===== src/rtl/kct_pkg.sv =====
package kct_pkg;

    localparam int NUM_SLOTS_DEF = 8;

    // Slot states
    localparam logic [1:0] ST_IDLE = 2'd0;
    localparam logic [1:0] ST_RUN  = 2'd1;
    localparam logic [1:0] ST_EXP  = 2'd2;

    // Command codes
    localparam logic [2:0] FN_SET    = 3'd0;
    localparam logic [2:0] FN_CANCEL = 3'd1;
    localparam logic [2:0] FN_ACK    = 3'd2;
    localparam logic [2:0] FN_UPDATE = 3'd3;
    localparam logic [2:0] FN_CLEAR  = 3'd4;
    localparam logic [2:0] FN_QUERY  = 3'd5;
    localparam logic [2:0] FN_RSVD_A = 3'd6;
    localparam logic [2:0] FN_RSVD_B = 3'd7;

    // Error codes
    localparam logic [1:0] ER_OK      = 2'd0;
    localparam logic [1:0] ER_DISABLE = 2'd1;
    localparam logic [1:0] ER_NOSLOT  = 2'd2;
    localparam logic [1:0] ER_NOKEY   = 2'd3;

    localparam logic [31:0] MS_PER_S = 32'd1000;

    // 2^38/1000 rounded up; exact quotient for any 32-bit numerator
    localparam logic [28:0] MS_RECIP    = 29'd274877907;
    localparam int          MS_RECIP_SH = 38;

    // Controller to datapath commands
    typedef struct packed {
        logic load;      // capture the request
        logic scan;      // look at the slot under the scan pointer
        logic clr_ptr;   // restart the scan pointer
        logic div_start; // start the elapsed-time division
        logic upd_wr;    // write back the update of the scanned slot
        logic apply;     // carry out set/cancel/ack/query/clear
        logic emit_exp;  // load an expiry event into the output register
        logic emit_st;   // load the status into the output register
    } t_cmd;

    // Datapath to controller status
    typedef struct packed {
        logic [2:0] func;
        logic       scan_done;
        logic       running;  // scanned slot is running
        logic       div_done;
        logic       expired;  // division result reaches duration
        logic       out_busy;
    } t_stat;

endpackage


===== src/rtl/kct_div.sv =====
// Divide by 1000: numerator registered, then multiplied by a scaled reciprocal
module kct_div (
    input  logic        i_clk,
    input  logic        i_rst_n,
    input  logic        i_start,
    input  logic [31:0] i_num,
    output logic        o_done,
    output logic [31:0] o_quot
);
    import kct_pkg::*;

    logic [31:0] r_num;
    logic [60:0] r_prod;
    logic        r_mul;

    // Capture the numerator, multiply on the following cycle
    always_ff @(posedge i_clk) begin
        if (!i_rst_n) begin
            r_mul <= 1'b0;
        end else begin
            r_mul <= i_start;
        end
        if (i_start) begin
            r_num <= i_num;
        end
        if (r_mul) begin
            r_prod <= r_num * MS_RECIP;
        end
    end

    // Quotient is the top of the product
    assign o_done = !r_mul && !i_start;
    assign o_quot = 32'(r_prod[60:MS_RECIP_SH]);
endmodule


===== src/rtl/kct_ctrl.sv =====
// Command sequencer
module kct_ctrl (
    input  logic          i_clk,
    input  logic          i_rst_n,
    input  logic          i_valid,
    output logic          o_ready,
    input  kct_pkg::t_stat i_stat,
    output kct_pkg::t_cmd  o_cmd
);
    import kct_pkg::*;

    localparam logic [2:0] S_IDLE  = 3'd0;
    localparam logic [2:0] S_USCAN = 3'd1;
    localparam logic [2:0] S_UDIV  = 3'd2;
    localparam logic [2:0] S_UEMIT = 3'd3;
    localparam logic [2:0] S_LOOK  = 3'd4;
    localparam logic [2:0] S_APPLY = 3'd5;
    localparam logic [2:0] S_NEXT  = 3'd6;
    localparam logic [2:0] S_STAT  = 3'd7;

    logic [2:0] r_st, n_st;

    always_comb begin
        n_st    = r_st;
        o_cmd   = '0;
        o_ready = 1'b0;
        case (r_st)
            S_IDLE: begin
                o_ready = 1'b1;
                if (i_valid) begin
                    o_cmd.load    = 1'b1;
                    o_cmd.clr_ptr = 1'b1;
                    n_st = S_LOOK;
                end
            end
            // Lookup sweep: key match, first idle slot
            S_LOOK: begin
                o_cmd.scan = 1'b1;
                if (i_stat.scan_done) begin
                    n_st = (i_stat.func == FN_UPDATE) ? S_USCAN : S_APPLY;
                    o_cmd.clr_ptr = 1'b1;
                end
            end
            S_APPLY: begin
                o_cmd.apply   = 1'b1;
                o_cmd.clr_ptr = 1'b1;
                n_st = S_NEXT;
            end
            // Update sweep, one slot at a time
            S_USCAN: begin
                if (i_stat.scan_done) begin
                    o_cmd.clr_ptr = 1'b1;
                    n_st = S_NEXT;
                end else if (i_stat.running) begin
                    o_cmd.div_start = 1'b1;
                    n_st = S_UDIV;
                end else begin
                    o_cmd.scan = 1'b1;
                end
            end
            S_UDIV: begin
                if (i_stat.div_done) begin
                    if (i_stat.expired) begin
                        n_st = S_UEMIT;
                    end else begin
                        o_cmd.upd_wr = 1'b1;
                        o_cmd.scan   = 1'b1;
                        n_st = S_USCAN;
                    end
                end
            end
            S_UEMIT: begin
                if (!i_stat.out_busy) begin
                    o_cmd.upd_wr   = 1'b1;
                    o_cmd.emit_exp = 1'b1;
                    o_cmd.scan     = 1'b1;
                    n_st = S_USCAN;
                end
            end
            // Next-expiry and count sweep
            S_NEXT: begin
                o_cmd.scan = 1'b1;
                if (i_stat.scan_done) begin
                    n_st = S_STAT;
                end
            end
            S_STAT: begin
                if (!i_stat.out_busy) begin
                    o_cmd.emit_st = 1'b1;
                    n_st = S_IDLE;
                end
            end
            default: n_st = S_IDLE;
        endcase
    end

    always_ff @(posedge i_clk) begin
        if (!i_rst_n) begin
            r_st <= S_IDLE;
        end else begin
            r_st <= n_st;
        end
    end
endmodule


===== src/rtl/kct_dp.sv =====
// Slot table, scan pointer, next-expiry search and output register
module kct_dp #(
    parameter int NUM_SLOTS = kct_pkg::NUM_SLOTS_DEF
) (
    input  logic           i_clk,
    input  logic           i_rst_n,
    input  kct_pkg::t_cmd  i_cmd,
    output kct_pkg::t_stat o_stat,
    input  logic           i_enabled,
    input  logic [2:0]     i_func,
    input  logic [15:0]    i_key,
    input  logic [31:0]    i_duration,
    input  logic [31:0]    i_now_ms,
    output logic           o_valid,
    input  logic           i_ready,
    output logic           o_kind,
    output logic [1:0]     o_error,
    output logic [2:0]     o_slot,
    output logic [15:0]    o_slot_key,
    output logic [1:0]     o_slot_state,
    output logic [31:0]    o_remaining,
    output logic           o_next_valid,
    output logic [2:0]     o_next_slot,
    output logic [31:0]    o_next_remaining,
    output logic [3:0]     o_active_count,
    output logic           o_last
);
    import kct_pkg::*;

    localparam int IW = (NUM_SLOTS > 1) ? $clog2(NUM_SLOTS) : 1;
    localparam int PW = $clog2(NUM_SLOTS + 1);

    logic [1:0]  r_status [NUM_SLOTS];
    logic [15:0] r_id     [NUM_SLOTS];
    logic [31:0] r_dur    [NUM_SLOTS];
    logic [31:0] r_rem    [NUM_SLOTS];
    logic [31:0] r_start  [NUM_SLOTS];

    logic [2:0]  r_func;
    logic [15:0] r_key;
    logic [31:0] r_dur_in, r_now;
    logic [PW-1:0] r_ptr;
    logic [IW-1:0] w_idx;

    // Lookup results
    logic          r_fnd_v, r_idl_v;
    logic [IW-1:0] r_fnd, r_idl;
    // Affected slot
    logic          r_sv;
    logic [IW-1:0] r_s;
    logic [1:0]    r_err;
    // Next search
    logic          r_nv;
    logic [IW-1:0] r_ns;
    logic [31:0]   r_nr;
    logic [PW-1:0] r_cnt;
    // Sweep phase flags
    logic          r_nxt_phase;
    logic          r_lookdone_n;

    logic        w_div_done;
    logic [31:0] w_quot;
    logic        w_done;

    assign w_idx  = r_ptr[IW-1:0];
    assign w_done = (r_ptr == PW'(NUM_SLOTS));

    kct_div u_div (
        .i_clk   (i_clk),
        .i_rst_n (i_rst_n),
        .i_start (i_cmd.div_start),
        .i_num   (r_now - r_start[w_idx]),
        .o_done  (w_div_done),
        .o_quot  (w_quot)
    );

    assign o_stat.func      = r_func;
    assign o_stat.scan_done = w_done;
    assign o_stat.running   = !w_done && (r_status[w_idx] == ST_RUN);
    assign o_stat.div_done  = w_div_done;
    assign o_stat.expired   = (w_quot >= r_dur[w_idx]);
    assign o_stat.out_busy  = o_valid && !i_ready;

    // Request capture and scan pointer
    always_ff @(posedge i_clk) begin
        if (!i_rst_n) begin
            r_ptr <= '0;
        end else if (i_cmd.clr_ptr) begin
            r_ptr <= '0;
        end else if (i_cmd.scan && !w_done) begin
            r_ptr <= r_ptr + PW'(1);
        end
        if (i_cmd.load) begin
            r_func   <= i_func;
            r_key    <= i_key;
            r_dur_in <= i_duration;
            r_now    <= i_now_ms;
        end
    end

    // Lookup sweep, affected-slot and error bookkeeping
    always_ff @(posedge i_clk) begin
        if (i_cmd.load) begin
            r_fnd_v <= 1'b0;
            r_idl_v <= 1'b0;
            r_fnd   <= '0;
            r_idl   <= '0;
            r_sv    <= 1'b0;
            r_s     <= '0;
            r_err   <= ER_OK;
        end else if (i_cmd.scan && !w_done && r_func != FN_UPDATE && !r_nxt_phase) begin
            if (!r_fnd_v && r_status[w_idx] != ST_IDLE && r_id[w_idx] == r_key) begin
                r_fnd_v <= 1'b1;
                r_fnd   <= w_idx;
            end
            if (!r_idl_v && r_status[w_idx] == ST_IDLE) begin
                r_idl_v <= 1'b1;
                r_idl   <= w_idx;
            end
        end
        if (i_cmd.apply) begin
            case (r_func)
                FN_SET: begin
                    if (!i_enabled) begin
                        r_err <= ER_DISABLE;
                    end else if (r_fnd_v && r_status[r_fnd] == ST_RUN) begin
                        r_sv <= 1'b1;
                        r_s  <= r_fnd;
                    end else if (r_idl_v) begin
                        r_sv <= 1'b1;
                        r_s  <= r_idl;
                    end else begin
                        r_err <= ER_NOSLOT;
                    end
                end
                FN_CANCEL, FN_ACK, FN_QUERY: begin
                    r_sv <= r_fnd_v;
                    r_s  <= r_fnd;
                    if (!r_fnd_v) begin
                        r_err <= ER_NOKEY;
                    end
                end
                default: ;
            endcase
        end
    end

    // Marks the next-expiry sweep
    always_ff @(posedge i_clk) begin
        if (!i_rst_n || i_cmd.load) begin
            r_nxt_phase <= 1'b0;
        end else if (i_cmd.apply || (i_cmd.clr_ptr && r_func == FN_UPDATE && w_done
                                     && !r_lookdone_n)) begin
            r_nxt_phase <= 1'b1;
        end
    end

    // Update command passes through the lookup sweep first; flag its end
    always_ff @(posedge i_clk) begin
        if (!i_rst_n || i_cmd.load) begin
            r_lookdone_n <= 1'b1;
        end else if (i_cmd.clr_ptr && w_done) begin
            r_lookdone_n <= 1'b0;
        end
    end

    always_ff @(posedge i_clk) begin
        if (i_cmd.clr_ptr) begin
            r_nv  <= 1'b0;
            r_ns  <= '0;
            r_nr  <= '0;
            r_cnt <= '0;
        end else if (i_cmd.scan && !w_done && r_nxt_phase) begin
            if (r_status[w_idx] != ST_IDLE) begin
                r_cnt <= r_cnt + PW'(1);
            end
            if (r_status[w_idx] == ST_RUN && (!r_nv || r_rem[w_idx] < r_nr)) begin
                r_nv <= 1'b1;
                r_ns <= w_idx;
                r_nr <= r_rem[w_idx];
            end
        end
    end

    // Slot table writes
    always_ff @(posedge i_clk) begin
        if (!i_rst_n) begin
            for (int i = 0; i < NUM_SLOTS; i++) begin
                r_status[i] <= ST_IDLE;
            end
        end else if (i_cmd.upd_wr) begin
            if (w_quot >= r_dur[w_idx]) begin
                r_status[w_idx] <= ST_EXP;
            end
        end else if (i_cmd.apply) begin
            case (r_func)
                FN_SET: begin
                    if (i_enabled) begin
                        if (r_fnd_v && r_status[r_fnd] == ST_RUN) begin
                            r_status[r_fnd] <= ST_RUN;
                        end else if (r_idl_v) begin
                            r_status[r_idl] <= ST_RUN;
                        end
                    end
                end
                FN_CANCEL: begin
                    if (r_fnd_v) begin
                        r_status[r_fnd] <= ST_IDLE;
                    end
                end
                FN_ACK: begin
                    if (r_fnd_v && r_status[r_fnd] == ST_EXP) begin
                        r_status[r_fnd] <= ST_IDLE;
                    end
                end
                FN_CLEAR: begin
                    for (int i = 0; i < NUM_SLOTS; i++) begin
                        r_status[i] <= ST_IDLE;
                    end
                end
                default: ;
            endcase
        end
    end

    // Slot payload writes
    logic          w_set_v;
    logic [IW-1:0] w_set_s;
    always_comb begin
        w_set_v = 1'b0;
        w_set_s = r_idl;
        if (r_fnd_v && r_status[r_fnd] == ST_RUN) begin
            w_set_v = 1'b1;
            w_set_s = r_fnd;
        end else if (r_idl_v) begin
            w_set_v = 1'b1;
        end
    end

    always_ff @(posedge i_clk) begin
        if (i_cmd.upd_wr) begin
            r_rem[w_idx] <= (w_quot >= r_dur[w_idx]) ? 32'd0 : r_dur[w_idx] - w_quot;
        end else if (i_cmd.apply && r_func == FN_SET && i_enabled && w_set_v) begin
            r_id[w_set_s]    <= r_key;
            r_dur[w_set_s]   <= r_dur_in;
            r_rem[w_set_s]   <= r_dur_in;
            r_start[w_set_s] <= r_now;
        end
    end

    // Output register
    always_ff @(posedge i_clk) begin
        if (!i_rst_n) begin
            o_valid <= 1'b0;
        end else if (i_cmd.emit_exp || i_cmd.emit_st) begin
            o_valid <= 1'b1;
        end else if (i_ready) begin
            o_valid <= 1'b0;
        end
        if (i_cmd.emit_exp) begin
            o_kind           <= 1'b1;
            o_error          <= ER_OK;
            o_slot           <= 3'(w_idx);
            o_slot_key       <= r_id[w_idx];
            o_slot_state     <= ST_EXP;
            o_remaining      <= '0;
            o_next_valid     <= 1'b0;
            o_next_slot      <= '0;
            o_next_remaining <= '0;
            o_active_count   <= '0;
            o_last           <= 1'b0;
        end else if (i_cmd.emit_st) begin
            o_kind           <= 1'b0;
            o_error          <= r_err;
            o_slot           <= r_sv ? 3'(r_s) : 3'd0;
            o_slot_key       <= r_sv ? r_id[r_s] : 16'd0;
            o_slot_state     <= r_sv ? r_status[r_s] : ST_IDLE;
            o_remaining      <= r_sv ? r_rem[r_s] : 32'd0;
            o_next_valid     <= r_nv;
            o_next_slot      <= r_nv ? 3'(r_ns) : 3'd0;
            o_next_remaining <= r_nv ? r_nr : 32'd0;
            o_active_count   <= 4'(r_cnt);
            o_last           <= 1'b1;
        end
    end
endmodule


===== src/rtl/keyed_countdown_timer_table.sv =====
// Keyed countdown timer table.
// Requests arrive on i_valid/o_ready with func, key, duration and now_ms.
// Results leave on o_valid/i_ready: an update request gives one expiry
// event per timer that runs out, then every request ends with a status
// result (o_last high) carrying next-expiry and active-count.
// Config channel i_cfg_valid/o_cfg_ready writes the enable bit; always ready.
// One request is handled at a time: a lookup sweep over all slots, an
// apply step, a next-expiry sweep over all slots and a status step; a new
// request is taken only once the status is loaded.
// An update replaces the apply step by a sweep that divides the elapsed
// time of each running slot by 1000 and loads an expiry event for each
// slot that runs out.
// Reset makes all slots idle and clears the enable bit.
// A stalled receiver holds the result register; the sequencer waits on it
// before each expiry event and before the status, and no request is taken.
module keyed_countdown_timer_table #(
    parameter int NUM_SLOTS = kct_pkg::NUM_SLOTS_DEF
) (
    input  logic        i_clk,
    input  logic        i_rst_n,
    input  logic        i_cfg_valid,
    output logic        o_cfg_ready,
    input  logic        i_cfg_enabled,
    input  logic        i_valid,
    output logic        o_ready,
    input  logic [2:0]  i_func,
    input  logic [15:0] i_key,
    input  logic [31:0] i_duration,
    input  logic [31:0] i_now_ms,
    output logic        o_valid,
    input  logic        i_ready,
    output logic        o_kind,
    output logic [1:0]  o_error,
    output logic [2:0]  o_slot,
    output logic [15:0] o_slot_key,
    output logic [1:0]  o_slot_state,
    output logic [31:0] o_remaining,
    output logic        o_next_valid,
    output logic [2:0]  o_next_slot,
    output logic [31:0] o_next_remaining,
    output logic [3:0]  o_active_count,
    output logic        o_last
);
    import kct_pkg::*;

    t_cmd  w_cmd;
    t_stat w_stat;
    logic  r_enabled;

    assign o_cfg_ready = 1'b1;

    // Enable register
    always_ff @(posedge i_clk) begin
        if (!i_rst_n) begin
            r_enabled <= 1'b0;
        end else if (i_cfg_valid) begin
            r_enabled <= i_cfg_enabled;
        end
    end

    kct_ctrl u_ctrl (
        .i_clk   (i_clk),
        .i_rst_n (i_rst_n),
        .i_valid (i_valid),
        .o_ready (o_ready),
        .i_stat  (w_stat),
        .o_cmd   (w_cmd)
    );

    kct_dp #(.NUM_SLOTS(NUM_SLOTS)) u_dp (
        .i_clk            (i_clk),
        .i_rst_n          (i_rst_n),
        .i_cmd            (w_cmd),
        .o_stat           (w_stat),
        .i_enabled        (r_enabled),
        .i_func           (i_func),
        .i_key            (i_key),
        .i_duration       (i_duration),
        .i_now_ms         (i_now_ms),
        .o_valid          (o_valid),
        .i_ready          (i_ready),
        .o_kind           (o_kind),
        .o_error          (o_error),
        .o_slot           (o_slot),
        .o_slot_key       (o_slot_key),
        .o_slot_state     (o_slot_state),
        .o_remaining      (o_remaining),
        .o_next_valid     (o_next_valid),
        .o_next_slot      (o_next_slot),
        .o_next_remaining (o_next_remaining),
        .o_active_count   (o_active_count),
        .o_last           (o_last)
    );

    // No new request while an expiry event is pending
    a_ready_out: assert property (@(posedge i_clk) disable iff (!i_rst_n)
        o_ready |-> !(o_valid && !o_last))
        else $error("request taken while events pending");
    // Expiry events are never final
    a_exp_last: assert property (@(posedge i_clk) disable iff (!i_rst_n)
        (o_valid && o_kind) |-> !o_last)
        else $error("expiry marked last");
    // Active count bounded
    a_cnt: assert property (@(posedge i_clk) disable iff (!i_rst_n)
        o_valid |-> (o_active_count <= 4'(NUM_SLOTS)))
        else $error("active count too large");
endmodule


===== config.mk =====
export PLATFORM = sky130hd
export DESIGN_NAME = keyed_countdown_timer_table
export DESIGN_NICKNAME = d
export VERILOG_FILES = /design/src/rtl/kct_pkg.sv /design/src/rtl/kct_div.sv /design/src/rtl/kct_ctrl.sv /design/src/rtl/kct_dp.sv /design/src/rtl/keyed_countdown_timer_table.sv
export SDC_FILE = /design/constraint.sdc
export NUM_CORES = 2
export LEC_CHECK = 0
export ABC_CLOCK_PERIOD_IN_PS = 7700
export BUFFER_PORTS_ARGS = -buffer_cell sky130_fd_sc_hd__buf_4
export CORE_MARGIN = 2
export CORE_UTILIZATION = 63
export DETAILED_ROUTE_END_ITERATION = 10
export PLACE_DENSITY = 0.86
export SYNTH_ARGS = -nofsm -noshare
export SYNTH_HDL_FRONTEND = slang
export SYNTH_SLANG_ARGS = --single-unit

===== constraint.sdc =====
create_clock -name i_clk -period 7.7 [get_ports i_clk]
set_input_delay 0.77 -clock i_clk [delete_from_list [all_inputs] [get_ports i_clk]]
set_output_delay 0.77 -clock i_clk [all_outputs]
set_load 0.05 [all_outputs]

# Word-level counts from Yosys, hierarchy flattened
# Memories as Yosys holds them, arrays and structs flattened. A register that Yosys moved wholly into a read port is not among the register bits.
# Index checks and enable logic that the tools add are counted.
# word_totals
register_bits,339
latchBits,0
mem_bits_rw,912
romBits,0
inputBits,89
out_inout_bits,100
wordCells,275
memories,5
# op_classes
n_addsub,4
multipliers,1
div_mod_pow,0
n_lt_le_gt_ge,2
eq_ne,25
shifts,0
mux,139
bitwise,11
n_reduce_logical,53
# mem_list
name,words,word_bits,read_ports,rd_ports_with_merged_regs,write_ports,line,text
u_dp.r_dur,8,32,1,1,1,kct_dp.sv:35,logic [31:0] r_dur [NUM_SLOTS];
u_dp.r_rem,8,32,2,2,1,kct_dp.sv:36,logic [31:0] r_rem [NUM_SLOTS];
u_dp.r_start,8,32,1,1,1,kct_dp.sv:37,logic [31:0] r_start [NUM_SLOTS];
u_dp.r_id,8,16,2,2,1,kct_dp.sv:34,logic [15:0] r_id [NUM_SLOTS];
u_dp.r_status,8,2,3,3,8,kct_dp.sv:33,logic [1:0] r_status [NUM_SLOTS];
# ops
op,n
32-bit two-way mux,4
3-bit two-way mux,35
1-bit two-way mux,69
"32-bit by 29-bit multiplier with 61-bit output, second input constant",1
16-bit two-way mux,3
2-bit two-way mux,21
23-bit by 32-bit >= comparator with 1-bit output,1
32-bit less-than comparator,1
32-bit OR reduction,1
32-bit by 23-bit subtractor with 32-bit output,1
32-bit subtractor,1
3-bit one-hot mux with 8 select lines,1
1-bit logical AND,20
"3-bit == test, second input constant",6
16-bit == test,1
"3-bit by 2-bit == test with 1-bit output, second input constant",4
2-bit OR reduction,6
1-bit logical NOT,10
1-bit bitwise OR,10
"4-bit by 1-bit adder with 4-bit output, second input constant",2
2-bit AND reduction,4
7-bit AND reduction,1
"3-bit by 1-bit == test with 1-bit output, second input constant",2
3-bit logical NOT,2
17 further kinds,28

# Depth between registers and ports, before layout
# depth
depth_word,18
depth_mapped,25
depth_no_buf,24

# By module
# A second synthesis with hierarchy kept.
# hier_totals
cells_unflattened,4562
area_unflattened_um2,67268.3
# modules_own_cells
module,n_inst,cells_per_inst,area_each_um2,seq_area_each_um2
kct_dp,1,2945,50557.2,33352.0
kct_div,1,1562,16320.7,1671.6
kct_ctrl,1,50,342.8,60.1
keyed_countdown_timer_table,1,5,47.5,20.0

# Least setup slack after synthesis
# OpenSTA, ideal clock, no wires.
# synth_path
path_kind,reg-to-reg
startpoint,reg u_dp.u_div.r_num[18]
endpoint,"reg u_dp.u_div.r_prod[53], data pin"
setup_ns,0.279
arrival_ns,6.624
required_ns,7.421
setup_slack_ns,0.797
stages_incl_launch_ff,23
path_buffers,0
synth_period_minus_slack_ns,6.903
cell_sequence,edfxtp_1 ha_1 fa_1 fa_1 inv_1 fa_1 inv_1 fa_1 fa_1 fa_1 inv_1 fa_1 inv_1 ha_1 a21o_1 a21o_1 a21o_1 a221o_1 a2111o_1 a31o_2 a41oi_1 o21a_1 o311ai_0
# synth_between
elab_chain_cells,1
# synth_lines
item,line,text
"start, declared",kct_div.sv:12,logic [31:0] r_num;
"start signal, assigned",kct_div.sv:24,r_num <= i_num;
32-bit by 29-bit multiplier with 61-bit output,kct_div.sv:27,r_prod <= r_num * MS_RECIP;
"end signal, assigned",kct_div.sv:27,
"end, declared",kct_div.sv:13,logic [60:0] r_prod;
# No other way between the ends.
# A chain may end at the register's enable or synchronous reset.

# Worst setup path in the final report
# layout_path
startpoint,reg u_dp.u_div.r_num[19]
endpoint,"reg u_dp.u_div.r_prod[49], data pin"
# The elaborated chain is that of the path after synthesis.

==> metrics.md <==
| Metric | Value |
|---|---|
| Number of enable flip-flop cells after synthesis | `1069` |
| Post-route DRC | `14` |
| Chip width | `330 um` |
| Crit path kind | `reg -> reg` |
| Via-to-Cell Ratio | `6.52` |
| Worst path slowest cell | `sky130_fd_sc_hd__edfxtp_1` |
| GR met3 Demand/Resource | `0.0626` |
| Yosys synthesis warning count | `0` |
| Remaining max-slew budget at the tightest pin | `0.0321` |
| Number of global-route vias before repair | `43373` |
| Worst Path Required | `8130 ps` |
| Initial DRC count | `5250` |
| Routed WL per cell | `26.6 um` |
| Standard cell core area | `105000 um^2` |
| Crit-path cells | `buf_4 > ha_1 > fa_1 > fa_1 > inv_1 > fa_1 > inv_1 > fa_1 > fa_1 > fa_1 > inv_1 > fa_1 > inv_1 > ha_1 > a21o_1 > a21o_1 > a21o_1 > a221o_1 > a2111o_1 > a31o_2 > a41oi_2 > buf_4 > o21bai_1 > xor2_1` |
| Worst hold slack after final layout | `178 ps` |
| Critical R2R Capture | `u_dp.u_div.r_prod[49]$_DFFE_PP_` |
| Proportion of synthesized chip area in sequential cells | `0.524` |
| Total of max-cap violations | `0` |
| Clk_lat worst skew | `760 ps` |
| Worst min-delay path endpoint | `u_dp.r_key[4]$_DFFE_PP_` |
| Critical path launch point type | `flip-flop` |
| Setup violators final | `0` |
| Clock buffers created by TritonCTS | `115` |
| Number of buffers and inverters on the critical path | `6` |
| Met1 layer usage reported by global route | `0.427` |
| Final wirelength | `171000 um` |
| Net count after synthesis | `5545` |
| Netlist area before placement | `67000 um^2` |
| Violated checks | `DRC` |
| Number of distinct standard cells referenced by the synthesized netlist | `88` |
| Top cell by count, worst path | `sky130_fd_sc_hd__fa_1` |
| Tightest Hold Check Type | `in -> reg` |
| Crit. End Element | `flip-flop` |
| Startpoint of the worst register-to-register path | `u_dp.u_div.r_num[19]$_DFFE_PP_` |
| Number of clock sinks | `1219` |
| Length in cells of the worst reg-to-reg path | `24` |
| Status | `finished with violations` |
| H-tree Lvls | `3` |
| Clock edge transition at the registers on the reported setup and hold paths | `60 ps` |
| Worst EP arrival | `7850 ps` |
| Number of nets in the final layout | `5796` |
| PortBufs | `187` |
| Overall routing resource usage | `0.320` |
| Die Footprint | `109000 um^2` |
| Post-detailed-route count of antenna-violating nets | `0` |
| Top_reg_cell synth | `sky130_fd_sc_hd__edfxtp_1` |
| Detailed placement HPWL | `115000 um` |
| Total congestion overflow after global routing | `0` |
| Fmax achieved | `0.135 GHz` |
| HP Start | `i_key[4]` |
| Number of storage elements in the synthesis netlist | `1219` |
| Cell count of the worst hold path | `1` |
| Per-instance average area after synthesis | `14.3 um^2` |
| Via count of the routed design | `41911` |
| Growth of design area from synthesis to finish | `10.9%` |
| Clock tree root driver cell | `sky130_fd_sc_hd__clkbuf_16` |
| Slew of the pin with the lowest slew margin | `1450 ps` |
| Met2 routing resource usage after global routing | `0.523` |
| Cell Count, Final, Fillers Out | `6426` |
| Final Wtd Congestion | `0.975` |
| Final slew viol count | `0` |
| # rows | `119` |
| Total iterations of the first detailed-routing run | `8` |
| Aggregate negative setup slack | `0 ps` |
| Number of hold violations in the final report | `0` |
| # placed instances | `6178` |
| Worst clock skew on the final layout | `92.4 ps` |
| I/O pin total | `189` |
| Largest net degree at the start of global routing | `112` |
| Height of the die | `330 um` |
| Number of antenna violations at the first check in global routing | `3` |
| Clock tree from TritonCTS | `built` |
| RSZ-0062 raised after global routing | `false` |
| Busiest layer in global routing | `met2` |
| Critical Path Fanout Max | `7` |
| Highest cell delay on the worst timing path | `540 ps` |
| Clock buffer depth | `3` |
| Fraction of registers with async set or reset after synthesis | `0` |
| Post-route clock period utilization | `0.963` |
| Fraction of layout cells with a size suffix above 1 | `0.169` |
| Largest delay contributor family on the critical path | `adder cells` |
| Synth Instances | `4680` |
| First-pass GRT wire length | `260000 um` |
| Fin util | `0.704` |
| Initial core utilization | `0.635` |
| Time the worst path needs with I/O delays and setup | `7420 ps` |
| Worst reg2reg setup slack | `280 ps` |
==> cell type report <==
class                   count  area [um^2]
diodes                      2         5.00
clock buffers             142         2990
clock inverters            77          738
fillers                  6556        31200
inverters                 618         2320
multi-input cells        2672        29000
flip-flops and latches   1219        35100
well taps                1391         1740
repair buffers            305         2350
==> synthesized netlist by cell type (all sizes together), types with 7 or more instances <==
cell type,n,area (um^2)
edfxtp,1069,32100
inv,617,2320
ha,476,5960
nand2,358,1340
mux4,331,7480
fa,300,6010
o21ai,156,785
dfxtp,150,3000
nor2,142,533
a21oi,139,696
mux2i,125,1250
clkbuf,93,349
buf,78,434
nand4,65,407
xnor2,61,534
nand3,57,285
a21o,54,405
a22o,48,420
nor3,41,221
nand2b,26,163
o31ai,24,180
xor2,23,201
o21a,20,150
a31oi,19,119
o22ai,19,119
nor4,16,128
o211ai,16,120
and3,14,87.6
nor2b,14,87.6
o21bai,10,75.1
o311ai,8,70.1
a311oi,7,61.3
or2,7,43.8
==> layout by cell type (no fill, tap or decap), drive strengths merged, types with 57 or more instances in the layout <==
| cell type | count |
|---|---|
| ha | 476 |
| nand3 | 57 |
| inv | 621 |
| buf | 305 |
| xnor2 | 61 |
| fa | 300 |
| nand2 | 358 |
| mux2i | 125 |
| nand4 | 65 |
| mux4 | 331 |
| edfxtp | 1069 |
| dfxtp | 150 |
| clkinv | 60 |
| clkbuf | 142 |
| a21oi | 139 |
| o21ai | 156 |
| nor2 | 142 |
==> state kept, by name, indices dropped and copies added, names as in the netlist, 4 cells and up, named ones only <==
name / count
u_dp.r_dur: 256
u_dp.r_rem: 256
u_dp.r_start: 256
u_dp.r_id: 128
u_dp.o_next_remaining: 32
u_dp.o_remaining: 32
u_dp.r_dur_in: 32
u_dp.r_now: 32
u_dp.r_nr: 32
u_dp.u_div.r_num: 32
u_dp.u_div.r_prod: 23
u_dp.o_slot_key: 16
u_dp.r_key: 16
u_dp.r_status: 16
u_dp.o_active_count: 4
u_dp.r_cnt: 4
u_dp.r_ptr: 4
==> cells by family after synthesis <==
family                   Yosys count  synth area share
AND/OR/NAND/NOR                  772            0.0531
adder cells (fa/ha/maj)          776             0.179
other                              1         0.0000560
AO/OA/AOI/OAI                    580            0.0559
XOR/XNOR                          84            0.0110
flip-flops                      1219             0.524
multiplexers                     459             0.131
buffers and inverters            789            0.0463
==> per-layer routing <==
metal  wire (um)  vias to the layer above
met1       63600                    20944
met5          14                        -
met4        7620                        2
li1            -                    17823
met3       17500                      465
met2       82400                     2677
==> worst reg2reg max path: stages, from the launching register on <==
cell and delay (ps):
sky130_fd_sc_hd__edfxtp_1 540, sky130_fd_sc_hd__buf_4 230, sky130_fd_sc_hd__ha_1 320, sky130_fd_sc_hd__fa_1 430, sky130_fd_sc_hd__fa_1 510, sky130_fd_sc_hd__inv_1 50
sky130_fd_sc_hd__fa_1 360, sky130_fd_sc_hd__inv_1 100, sky130_fd_sc_hd__fa_1 430, sky130_fd_sc_hd__fa_1 460, sky130_fd_sc_hd__fa_1 510, sky130_fd_sc_hd__inv_1 50
sky130_fd_sc_hd__fa_1 470, sky130_fd_sc_hd__inv_1 40, sky130_fd_sc_hd__ha_1 370, sky130_fd_sc_hd__a21o_1 210, sky130_fd_sc_hd__a21o_1 180, sky130_fd_sc_hd__a21o_1 210
sky130_fd_sc_hd__a221o_1 390, sky130_fd_sc_hd__a2111o_1 350, sky130_fd_sc_hd__a31o_2 260, sky130_fd_sc_hd__a41oi_2 280, sky130_fd_sc_hd__buf_4 180, sky130_fd_sc_hd__o21bai_1 70
sky130_fd_sc_hd__xor2_1 140
==> how the worst max path moves through the flow <==
stage | startpoint | to | cells past startpoint
floorplan | u_dp.u_div.r_num[18]$_DFFE_PP_ | u_dp.u_div.r_prod[53]$_DFFE_PP_ | 22
finish | u_dp.u_div.r_num[19]$_DFFE_PP_ | u_dp.u_div.r_prod[49]$_DFFE_PP_ | 24
global route | u_dp.u_div.r_num[11]$_DFFE_PP_ | u_dp.u_div.r_prod[50]$_DFFE_PP_ | 24
global placement | u_dp.u_div.r_num[10]$_DFFE_PP_ | u_dp.u_div.r_prod[55]$_DFFE_PP_ | 23
CTS | u_dp.u_div.r_num[18]$_DFFE_PP_ | u_dp.u_div.r_prod[49]$_DFFE_PP_ | 23
detailed placement | u_dp.u_div.r_num[15]$_DFFE_PP_ | u_dp.u_div.r_prod[55]$_DFFE_PP_ | 23
==> repair_timing <==
action | 4_1_cts | 5_1_grt
buffers inserted | 0 | 27
endpoints found under the hold margin | 0 | 0
setup endpoints to repair | 0 | 11
resized for setup | 0 | 5
hold buffers | 0 | 0
==> through the flow <==
step | worst slack [ps] | instance area, um^2
final | 284 | 74200
after global routing | 7.43 | 74200
after CTS | 176 | 74000
after detailed placement | 208 | 70300
after global placement | 242 | 70300
after floorplan | 797 | 67000
Power is not shown: default switching activity piles up to over one toggle a cycle in this logic, so the estimate is an artifact.
